[src/rtl/hve_pkg.sv]
`timescale 1ns / 1ps
// ----------------------------------------------------------------------------
// HSV value equalizer package
// Shared constants, codes, state encoding and control bundles.
// ----------------------------------------------------------------------------
package hve_pkg;

  localparam int unsigned BIN_COUNT = 256;
  localparam int unsigned ADDR_W    = 8;
  localparam int unsigned BIN_W     = 21;
  localparam int unsigned CH_W      = 8;
  localparam int unsigned DIM_W     = 11;
  localparam int unsigned DIV_W     = 22;
  localparam int unsigned HUE_W     = 11;
  localparam int unsigned CFG_IDX_W = 1;

  localparam logic [BIN_W-1:0]     BIN_MAX    = {BIN_W{1'b1}};
  localparam logic [DIM_W-1:0]     DIM_RESET  = 11'd128;
  localparam logic [CFG_IDX_W-1:0] CFG_WIDTH  = 1'b0;
  localparam logic [CFG_IDX_W-1:0] CFG_HEIGHT = 1'b1;

  typedef enum logic [1:0] {
    REQ_CLEAR = 2'd0,
    REQ_COUNT = 2'd1,
    REQ_MAP   = 2'd2
  } req_e;

  typedef enum logic [4:0] {
    S_IDLE, S_CLR, S_CNT_RD, S_CNT_WR, S_CUM_RD, S_CUM_WR, S_MAP_RD,
    S_S_GO, S_S_WT, S_H_GO, S_H_WT, S_V_GO, S_V_WT,
    S_MUL_FS, S_MUL_GS, S_MUL_P, S_MUL_Q, S_MUL_T, S_OUT
  } state_e;

  typedef enum logic {ADDR_K, ADDR_MAX} addr_sel_e;
  typedef enum logic [1:0] {WD_ZERO, WD_INC, WD_SUM} wd_sel_e;
  typedef enum logic [1:0] {DIV_S, DIV_H, DIV_V} div_sel_e;
  typedef enum logic [2:0] {MUL_FS, MUL_GS, MUL_P, MUL_Q, MUL_T} mul_sel_e;

  typedef struct packed {
    logic      ram_we;
    logic      ram_re;
    addr_sel_e addr_sel;
    wd_sel_e   wd_sel;
    logic      k_inc;
    logic      sum_clr;
    logic      sum_ld;
    logic      latch_pix;
    logic      cdf_ld;
    logic      div_start;
    logic      div_ld;
    div_sel_e  div_sel;
    logic      mul_ld;
    mul_sel_e  mul_sel;
    logic      out_ld;
  } cmd_t;

  typedef struct packed {
    logic k_last;
    logic div_done;
    logic out_busy;
  } status_t;

endpackage

[src/rtl/hve_ctrl.sv]
`timescale 1ns / 1ps
// ----------------------------------------------------------------------------
// HSV value equalizer controller
// Sequences clearing, counting, cumulation and the per-pixel mapping steps.
// ----------------------------------------------------------------------------
module hve_ctrl
  import hve_pkg::*;
(
  input  logic       clk_i,
  input  logic       rst_ni,
  input  logic       in_valid_i,
  output logic       in_ready_o,
  input  logic [1:0] req_type_i,
  input  status_t    status_i,
  output cmd_t       cmd_o
);

  state_e state_q, state_d;
  logic   cum_ready_q, cum_ready_d;
  logic   accept;
  req_e   req;

  assign in_ready_o = (state_q == S_IDLE);
  assign accept     = in_valid_i && in_ready_o;
  assign req        = req_e'(req_type_i);

  always_comb begin
    state_d     = state_q;
    cum_ready_d = cum_ready_q;
    case (state_q)
      S_IDLE: begin
        if (accept) begin
          case (req)
            REQ_CLEAR: begin
              state_d     = S_CLR;
              cum_ready_d = 1'b0;
            end
            REQ_COUNT: state_d = cum_ready_q ? S_IDLE : S_CNT_RD;
            REQ_MAP:   state_d = cum_ready_q ? S_MAP_RD : S_CUM_RD;
            default:   state_d = S_IDLE;
          endcase
        end
      end
      S_CLR:    if (status_i.k_last) state_d = S_IDLE;
      S_CNT_RD: state_d = S_CNT_WR;
      S_CNT_WR: state_d = S_IDLE;
      S_CUM_RD: state_d = S_CUM_WR;
      S_CUM_WR: begin
        if (status_i.k_last) begin
          state_d     = S_MAP_RD;
          cum_ready_d = 1'b1;
        end else begin
          state_d = S_CUM_RD;
        end
      end
      S_MAP_RD: state_d = S_S_GO;
      S_S_GO:   state_d = S_S_WT;
      S_S_WT:   if (status_i.div_done) state_d = S_H_GO;
      S_H_GO:   state_d = S_H_WT;
      S_H_WT:   if (status_i.div_done) state_d = S_V_GO;
      S_V_GO:   state_d = S_V_WT;
      S_V_WT:   if (status_i.div_done) state_d = S_MUL_FS;
      S_MUL_FS: state_d = S_MUL_GS;
      S_MUL_GS: state_d = S_MUL_P;
      S_MUL_P:  state_d = S_MUL_Q;
      S_MUL_Q:  state_d = S_MUL_T;
      S_MUL_T:  state_d = S_OUT;
      S_OUT:    if (!status_i.out_busy) state_d = S_IDLE;
      default:  state_d = S_IDLE;
    endcase
  end

  always_comb begin
    cmd_o          = '0;
    cmd_o.addr_sel = ADDR_K;
    cmd_o.wd_sel   = WD_ZERO;
    cmd_o.div_sel  = DIV_S;
    cmd_o.mul_sel  = MUL_FS;
    case (state_q)
      S_IDLE: begin
        cmd_o.latch_pix = accept;
        cmd_o.sum_clr   = accept && (req == REQ_MAP) && !cum_ready_q;
      end
      S_CLR: begin
        cmd_o.ram_we = 1'b1;
        cmd_o.k_inc  = 1'b1;
      end
      S_CNT_RD: begin
        cmd_o.ram_re   = 1'b1;
        cmd_o.addr_sel = ADDR_MAX;
      end
      S_CNT_WR: begin
        cmd_o.ram_we   = 1'b1;
        cmd_o.addr_sel = ADDR_MAX;
        cmd_o.wd_sel   = WD_INC;
      end
      S_CUM_RD: cmd_o.ram_re = 1'b1;
      S_CUM_WR: begin
        cmd_o.ram_we = 1'b1;
        cmd_o.wd_sel = WD_SUM;
        cmd_o.sum_ld = 1'b1;
        cmd_o.k_inc  = 1'b1;
      end
      S_MAP_RD: begin
        cmd_o.ram_re   = 1'b1;
        cmd_o.addr_sel = ADDR_MAX;
      end
      S_S_GO: begin
        cmd_o.cdf_ld    = 1'b1;
        cmd_o.div_start = 1'b1;
      end
      S_S_WT: cmd_o.div_ld = 1'b1;
      S_H_GO: begin
        cmd_o.div_start = 1'b1;
        cmd_o.div_sel   = DIV_H;
      end
      S_H_WT: begin
        cmd_o.div_ld  = 1'b1;
        cmd_o.div_sel = DIV_H;
      end
      S_V_GO: begin
        cmd_o.div_start = 1'b1;
        cmd_o.div_sel   = DIV_V;
      end
      S_V_WT: begin
        cmd_o.div_ld  = 1'b1;
        cmd_o.div_sel = DIV_V;
      end
      S_MUL_FS: cmd_o.mul_ld = 1'b1;
      S_MUL_GS: begin
        cmd_o.mul_ld  = 1'b1;
        cmd_o.mul_sel = MUL_GS;
      end
      S_MUL_P: begin
        cmd_o.mul_ld  = 1'b1;
        cmd_o.mul_sel = MUL_P;
      end
      S_MUL_Q: begin
        cmd_o.mul_ld  = 1'b1;
        cmd_o.mul_sel = MUL_Q;
      end
      S_MUL_T: begin
        cmd_o.mul_ld  = 1'b1;
        cmd_o.mul_sel = MUL_T;
      end
      S_OUT:   cmd_o.out_ld = !status_i.out_busy;
      default: cmd_o.latch_pix = 1'b0;
    endcase
  end

  always_ff @(posedge clk_i or negedge rst_ni) begin
    if (!rst_ni) begin
      state_q     <= S_CLR;
      cum_ready_q <= 1'b0;
    end else begin
      state_q     <= state_d;
      cum_ready_q <= cum_ready_d;
    end
  end

  a_single_port: assert property (@(posedge clk_i) disable iff (!rst_ni)
    cmd_o.ram_we |-> !cmd_o.ram_re)
    else $error("Histogram RAM read and written in the same cycle.");

  a_no_count_after_cum: assert property (@(posedge clk_i) disable iff (!rst_ni)
    state_q == S_CNT_WR |-> !cum_ready_q)
    else $error("Bin count written after cumulation.");

  a_out_free: assert property (@(posedge clk_i) disable iff (!rst_ni)
    cmd_o.out_ld |-> !status_i.out_busy)
    else $error("Result overwrites an item not yet taken.");

  a_cum_done: assert property (@(posedge clk_i) disable iff (!rst_ni)
    (state_q == S_CUM_WR && status_i.k_last) |=> (cum_ready_q && state_q == S_MAP_RD))
    else $error("Cumulation pass ended without marking the bins.");

endmodule

[config.mk]
export PLATFORM = sky130hd
export DESIGN_NAME = hve_ctrl
export DESIGN_NICKNAME = d
export VERILOG_FILES = /design/src/rtl/hve_pkg.sv /design/src/rtl/hve_ctrl.sv
export SDC_FILE = /design/constraint.sdc
export NUM_CORES = 1
export LEC_CHECK = 0
export BUFFER_PORTS_ARGS = -buffer_cell sky130_fd_sc_hd__buf_2
export CELL_PAD_IN_SITES_DETAIL_PLACEMENT = 2
export CELL_PAD_IN_SITES_GLOBAL_PLACEMENT = 2
export CORE_ASPECT_RATIO = 0.75
export CORE_UTILIZATION = 23
export CTS_BUF_LIST = sky130_fd_sc_hd__clkbuf_8
export DETAILED_ROUTE_END_ITERATION = 10
export PLACE_DENSITY_LB_ADDON = 0.2
export SKIP_CTS_REPAIR_TIMING = 1
export SYNTH_ARGS = -nofsm -noshare
export SYNTH_HDL_FRONTEND = slang
export SYNTH_SLANG_ARGS = --single-unit
export TNS_END_PERCENT = 10
[constraint.sdc]
create_clock -name clk_i -period 1.4 [get_ports clk_i]
set_input_delay 0.07 -clock clk_i [delete_from_list [all_inputs] [get_ports clk_i]]
set_output_delay 0.07 -clock clk_i [all_outputs]
set_load 0.03 [all_outputs]
* Yosys cells after proc, flatten, opt, wreduce, memory -nomap -nowiden
Cells that the tools add are included.
** Storage, ports and cells
- Word-level logic and storage cells :: 79
- Input port bits :: 8
- Output and inout port bits :: 20
- Register bits after elaboration :: 6
** Cells by class
- Reductions and logical operators :: 19
- Equality and inequality tests :: 28
- Multiplexer cells :: 30
** Operators by type and width (count)
- 5-bit case mux with 18 select lines :: 1
- 5-bit by 4-bit equality test with 1-bit output (second input constant) :: 8
- 5-bit 2-to-1 mux :: 6
- 5-bit by 3-bit equality test with 1-bit output (second input constant) :: 4
- 5-bit equality test (second input constant) :: 3
- 1-bit 2-to-1 mux :: 15
- 3-bit OR reduction :: 5
- 2-bit != test (second input constant) :: 6
- 3-bit case mux with 4 select lines :: 1
- 5-bit by 2-bit equality test with 1-bit output (second input constant) :: 2
- 3-bit case mux with 3 select lines :: 1
- 2-bit case mux with 2 select lines :: 2
- 2-bit 2-to-1 mux :: 3
- 6-bit AND reduction :: 1
- 2-bit OR reduction :: 3
- 5-bit by 1-bit equality test with 1-bit output (second input constant) :: 1
- 5-bit zero test :: 1
- 5-bit OR reduction :: 1
- 2-bit by 1-bit != test with 1-bit output (second input constant) :: 2
- 4-bit AND reduction :: 1
- 1-bit logical AND :: 3
- 2-bit by 1-bit equality test with 1-bit output (second input constant) :: 1
- 2-bit equality test (second input constant) :: 1
- 1-bit zero test :: 2
- 3 further kinds :: 3

* Depth between registers and ports, before layout
- Depth after elaboration :: 5
- Depth in mapped cells :: 5

* Least setup slack after synthesis
OpenSTA, ideal clock, no wires.
- Path kind :: register to output
- Start point :: register state_q[2]
- End point :: output port cmd_o[0] in the netlist's numbering
- Data arrival time :: 1939 ps
- Cell stages (with the launch flop) :: 4
- Required time :: 1330 ps
- Path slack :: -609 ps
- Cell sequence :: dfrtp_1 buf_2 or3b_4 nor4b_1
** RTL lines
- start, declared :: RTL line hve_ctrl.sv:18 : state_e state_q, state_d;
- start signal, assigned :: RTL line hve_ctrl.sv:156 : state_q <= state_d;
- end, declared :: RTL line hve_ctrl.sv:15 : output cmd_t cmd_o

==> flow_results.xml <==
<?xml version="1.0" encoding="UTF-8"?>
<metrics>
  <group name="pwr">
    <metric name="pwr_density_cell" unit="nW/um^2">2000</metric>
    <metric name="power.share.combinational" unit="%">74.5</metric>
    <metric name="swShare" unit="%">49.6</metric>
    <metric name="clkPwrFrac" unit="%">11.5</metric>
    <metric name="vdd_drop_max" unit="uV">882</metric>
    <metric name="switchingPower" unit="mW">1.25</metric>
    <metric name="seqPwrFrac" unit="%">14.0</metric>
    <metric name="cellLeakagePower" unit="nW">0.570</metric>
    <metric name="internal_power" unit="mW">1.27</metric>
  </group>
  <group name="die">
    <metric name="die-area" unit="um^2">3170</metric>
    <metric name="start_util" unit="%">25.1</metric>
    <metric name="placeableCoreArea" unit="um^2">2700</metric>
    <metric name="fp.dieH" unit="um">49.0</metric>
    <metric name="die-width" unit="um">64.7</metric>
    <metric name="top_level_ports" unit="">28</metric>
    <metric name="row_count" unit="">16</metric>
  </group>
  <group name="final_layout">
    <metric name="antennaDiodeCount" unit="">0</metric>
    <metric name="fillCellCount" unit="">303</metric>
    <metric name="nNetsFinal" unit="">149</metric>
    <metric name="final_common_cell" unit="">buf_4</metric>
    <metric name="commonest_non_fill_non_tap_cells_in_the_layout" unit="">buf_4, buf_6, nor2_1, buf_2, a21oi_1</metric>
    <metric name="layout-drive-gt1-share" unit="%">62.1</metric>
    <metric name="final_area" unit="um^2">1260</metric>
    <metric name="area.growth.synth_to_final" unit="%">86.5</metric>
  </group>
  <group name="sta">
    <metric name="finalMaxSlewViolations" unit="">0</metric>
    <metric name="final_hold_viol_count" unit="">0</metric>
    <metric name="layout_worst_path_cycle_share" unit="%">125</metric>
    <metric name="setup_viol" unit="">21</metric>
    <metric name="rsz0062_at_grt" unit="">yes</metric>
    <metric name="fin_ws" unit="ps">-350</metric>
    <metric name="setup-tns-final" unit="ps">-4280</metric>
    <metric name="timing.clock.skew" unit="ps">10.1</metric>
    <metric name="finalCriticalPeriod" unit="ps">1750</metric>
    <metric name="slew-limit-headroom" unit="%">81.9</metric>
    <metric name="worst_slew_pin_slew" unit="ps">271</metric>
    <metric name="fmax" unit="MHz">571</metric>
  </group>
  <group name="outcome">
    <metric name="outcome" unit="">complete, but fails checks</metric>
    <metric name="violations" unit="">negative setup slack</metric>
  </group>
  <group name="route">
    <metric name="drt-pass1-iter-count" unit="">4</metric>
    <metric name="route.detailed.vias_per_inst" unit="">5.20</metric>
    <metric name="finalWirelength" unit="um">3360</metric>
    <metric name="ant_nets" unit="">0</metric>
    <metric name="initialDrtViolationCount" unit="">29</metric>
    <metric name="route.detailed.wl_per_inst" unit="um">19.1</metric>
    <metric name="drc" unit="">0</metric>
    <metric name="detailroute.via_count" unit="">916</metric>
  </group>
  <group name="clock_tree">
    <metric name="tritoncts" unit="">yes</metric>
    <metric name="cts.sinks" unit="">6</metric>
    <metric name="insertion_delay" unit="ps">240</metric>
    <metric name="ctsRootBufferMaster" unit="">clkbuf_8</metric>
    <metric name="cts.clk_slew.worst_paths" unit="ps">50</metric>
    <metric name="numCtsBuffers" unit="">3</metric>
    <metric name="clock_tree.htree_level_count" unit="">1</metric>
    <metric name="ctsLongestPathBuffers" unit="">2</metric>
  </group>
  <group name="critical_path">
    <metric name="kind_of_critical_path" unit="">flip-flop to primary output</metric>
    <metric name="max_stage_delay" unit="ps">450</metric>
    <metric name="worst_ep_arrival_time" unit="ps">1680</metric>
    <metric name="worst-path-max-fanout" unit="">6</metric>
    <metric name="crit_path_end_kind" unit="">primary output</metric>
    <metric name="critPathRequiredTime" unit="ps">1330</metric>
    <metric name="path_cells" unit="">or3b_4 &gt; buf_4 &gt; nor4b_2 &gt; buf_4</metric>
    <metric name="worst_path_most_repeated_cell" unit="">buf_4</metric>
    <metric name="cp_max_stage_cell" unit="">dfrtp_2</metric>
    <metric name="worstSetupStartpointType" unit="">flip-flop</metric>
  </group>
  <group name="yosys">
    <metric name="postSynthRegisterBits" unit="">6</metric>
    <metric name="ys_async_sr_fraction" unit="%">100</metric>
    <metric name="synth_cell_types" unit="">43</metric>
    <metric name="synth_fp_nets" unit="">100</metric>
    <metric name="post_synth.cell_area_avg" unit="um^2">7.37</metric>
    <metric name="synth_enable_flop_cells" unit="">0</metric>
    <metric name="ys_warn_count" unit="">0</metric>
    <metric name="synth_seq_area_share" unit="%">22.3</metric>
    <metric name="syn-cell-area" unit="um^2">678</metric>
    <metric name="ys_dominant_reg_cell" unit="">dfrtp_1</metric>
    <metric name="synth_cells" unit="">92</metric>
  </group>
  <group name="grt">
    <metric name="grt_max_degree" unit="">13</metric>
    <metric name="grt_first_pass_wirelength" unit="um">5050</metric>
    <metric name="antenna_found_initial" unit="">0</metric>
    <metric name="grt_overflow_total" unit="">0</metric>
    <metric name="grt_use_total" unit="%">21.1</metric>
    <metric name="first_global_vias" unit="">993</metric>
  </group>
  <group name="flow_run">
    <metric name="max_cap_viol_count" unit="">0</metric>
  </group>
  <group name="placed_design">
    <metric name="gp_congestion" unit="">0.806</metric>
    <metric name="portBuffers" unit="">27</metric>
    <metric name="hpwlAfterDp" unit="um">2250</metric>
    <metric name="placement.cell_area" unit="um^2">1020</metric>
  </group>
  <group name="hold_path">
    <metric name="type_of_the_worst_min_delay_path" unit="">input port to flip-flop</metric>
  </group>
</metrics>
## power groups by stage
stage	Sequential [mW]	Combinational, mW	Clock, mW
after CTS	0.331	1.57	0.291
after floorplan	0.258	1.06	0
after detailed placement	0.325	1.55	0
after global routing	0.360	2.02	0.308
final	0.354	1.88	0.289
after global placement	0.320	1.51	0
## Yosys cell counts, types with 2 or more instances
| master | n | area [um^2] |
|---|---|---|
| nor2_1 | 11 | 41.3 |
| a21oi_1 | 8 | 40.0 |
| nand2_1 | 7 | 26.3 |
| nor3_1 | 7 | 35.0 |
| dfrtp_1 | 5 | 125 |
| o21ai_0 | 4 | 20.0 |
| buf_2 | 3 | 15.0 |
| clkbuf_1 | 3 | 11.3 |
| nand3_1 | 3 | 15.0 |
| nor3b_1 | 3 | 22.5 |
| buf_1 | 2 | 7.51 |
| buf_4 | 2 | 15.0 |
| inv_1 | 2 | 7.51 |
| nor2b_1 | 2 | 12.5 |
| nor4_1 | 2 | 12.5 |
## state kept, by name, indices dropped and copies added, names as in the netlist
signal and cells:
state_q 5, cum_ready_q 1
## layer usage
layer / routed length, um / GRT usage (%)
met5: 0 / 0
met4: 60 / 2.22
met3: 96 / 4.91
met2: 1630 / 37.3
met1: 1580 / 26.4
## layout make-up
cell class / instances / area (um^2) / share of cell area [%]
clock buffers: 3 / 41.3 / 3.26
clock inverters: 1 / 3.75 / 0.297
inverters: 2 / 7.51 / 0.593
multi-input cells: 73 / 569 / 45.0
flip-flops and latches: 6 / 154 / 12.2
well taps: 36 / 45.0 / 3.56
repair buffers: 55 / 444 / 35.1
## critical path, delay by kind of cell (launching register included)
kind,cells,cell delay (ps)
flops,1,450
simple gates,2,630
buf+inv,2,360
## worst paths after layout
kind	start	end	slack, ps	cells past startpoint
setup / recovery	state_q[2]	cmd_o[0]	-350	4
hold / removal	status_i[2]	cum_ready_q	110	2
setup reg to reg	state_q[2]	state_q[0]	-210	5
hold reg to reg	cum_ready_q	cum_ready_q	570	1
max in group asynchronous	rst_ni	state_q[0]	950	2
min in group asynchronous	rst_ni	cum_ready_q	210	2
## cells by family (layout without fill, tap and decap cells)
family,after synthesis,in the layout,synth area share (%)
compound gates,22,22,22.5
xor+xnor,2,2,2.58
buf+inv,13,61,9.96
flops,6,6,22.3
simple gates,49,49,42.6
## through the flow
stage	std cells	setup slack, ps	power [mW]	util, %	hold slack, ps
after global routing	176	-377	2.69	46.8	122
after floorplan	92	-218	1.32	-	-226
after global placement	167	-96.1	1.83	37.7	-91.9
final	176	-350	2.53	46.8	115
after detailed placement	167	-130	1.88	37.7	-93.0
after CTS	171	-394	2.19	39.4	-341
Note: power is estimated with default switching activity, not from simulation.
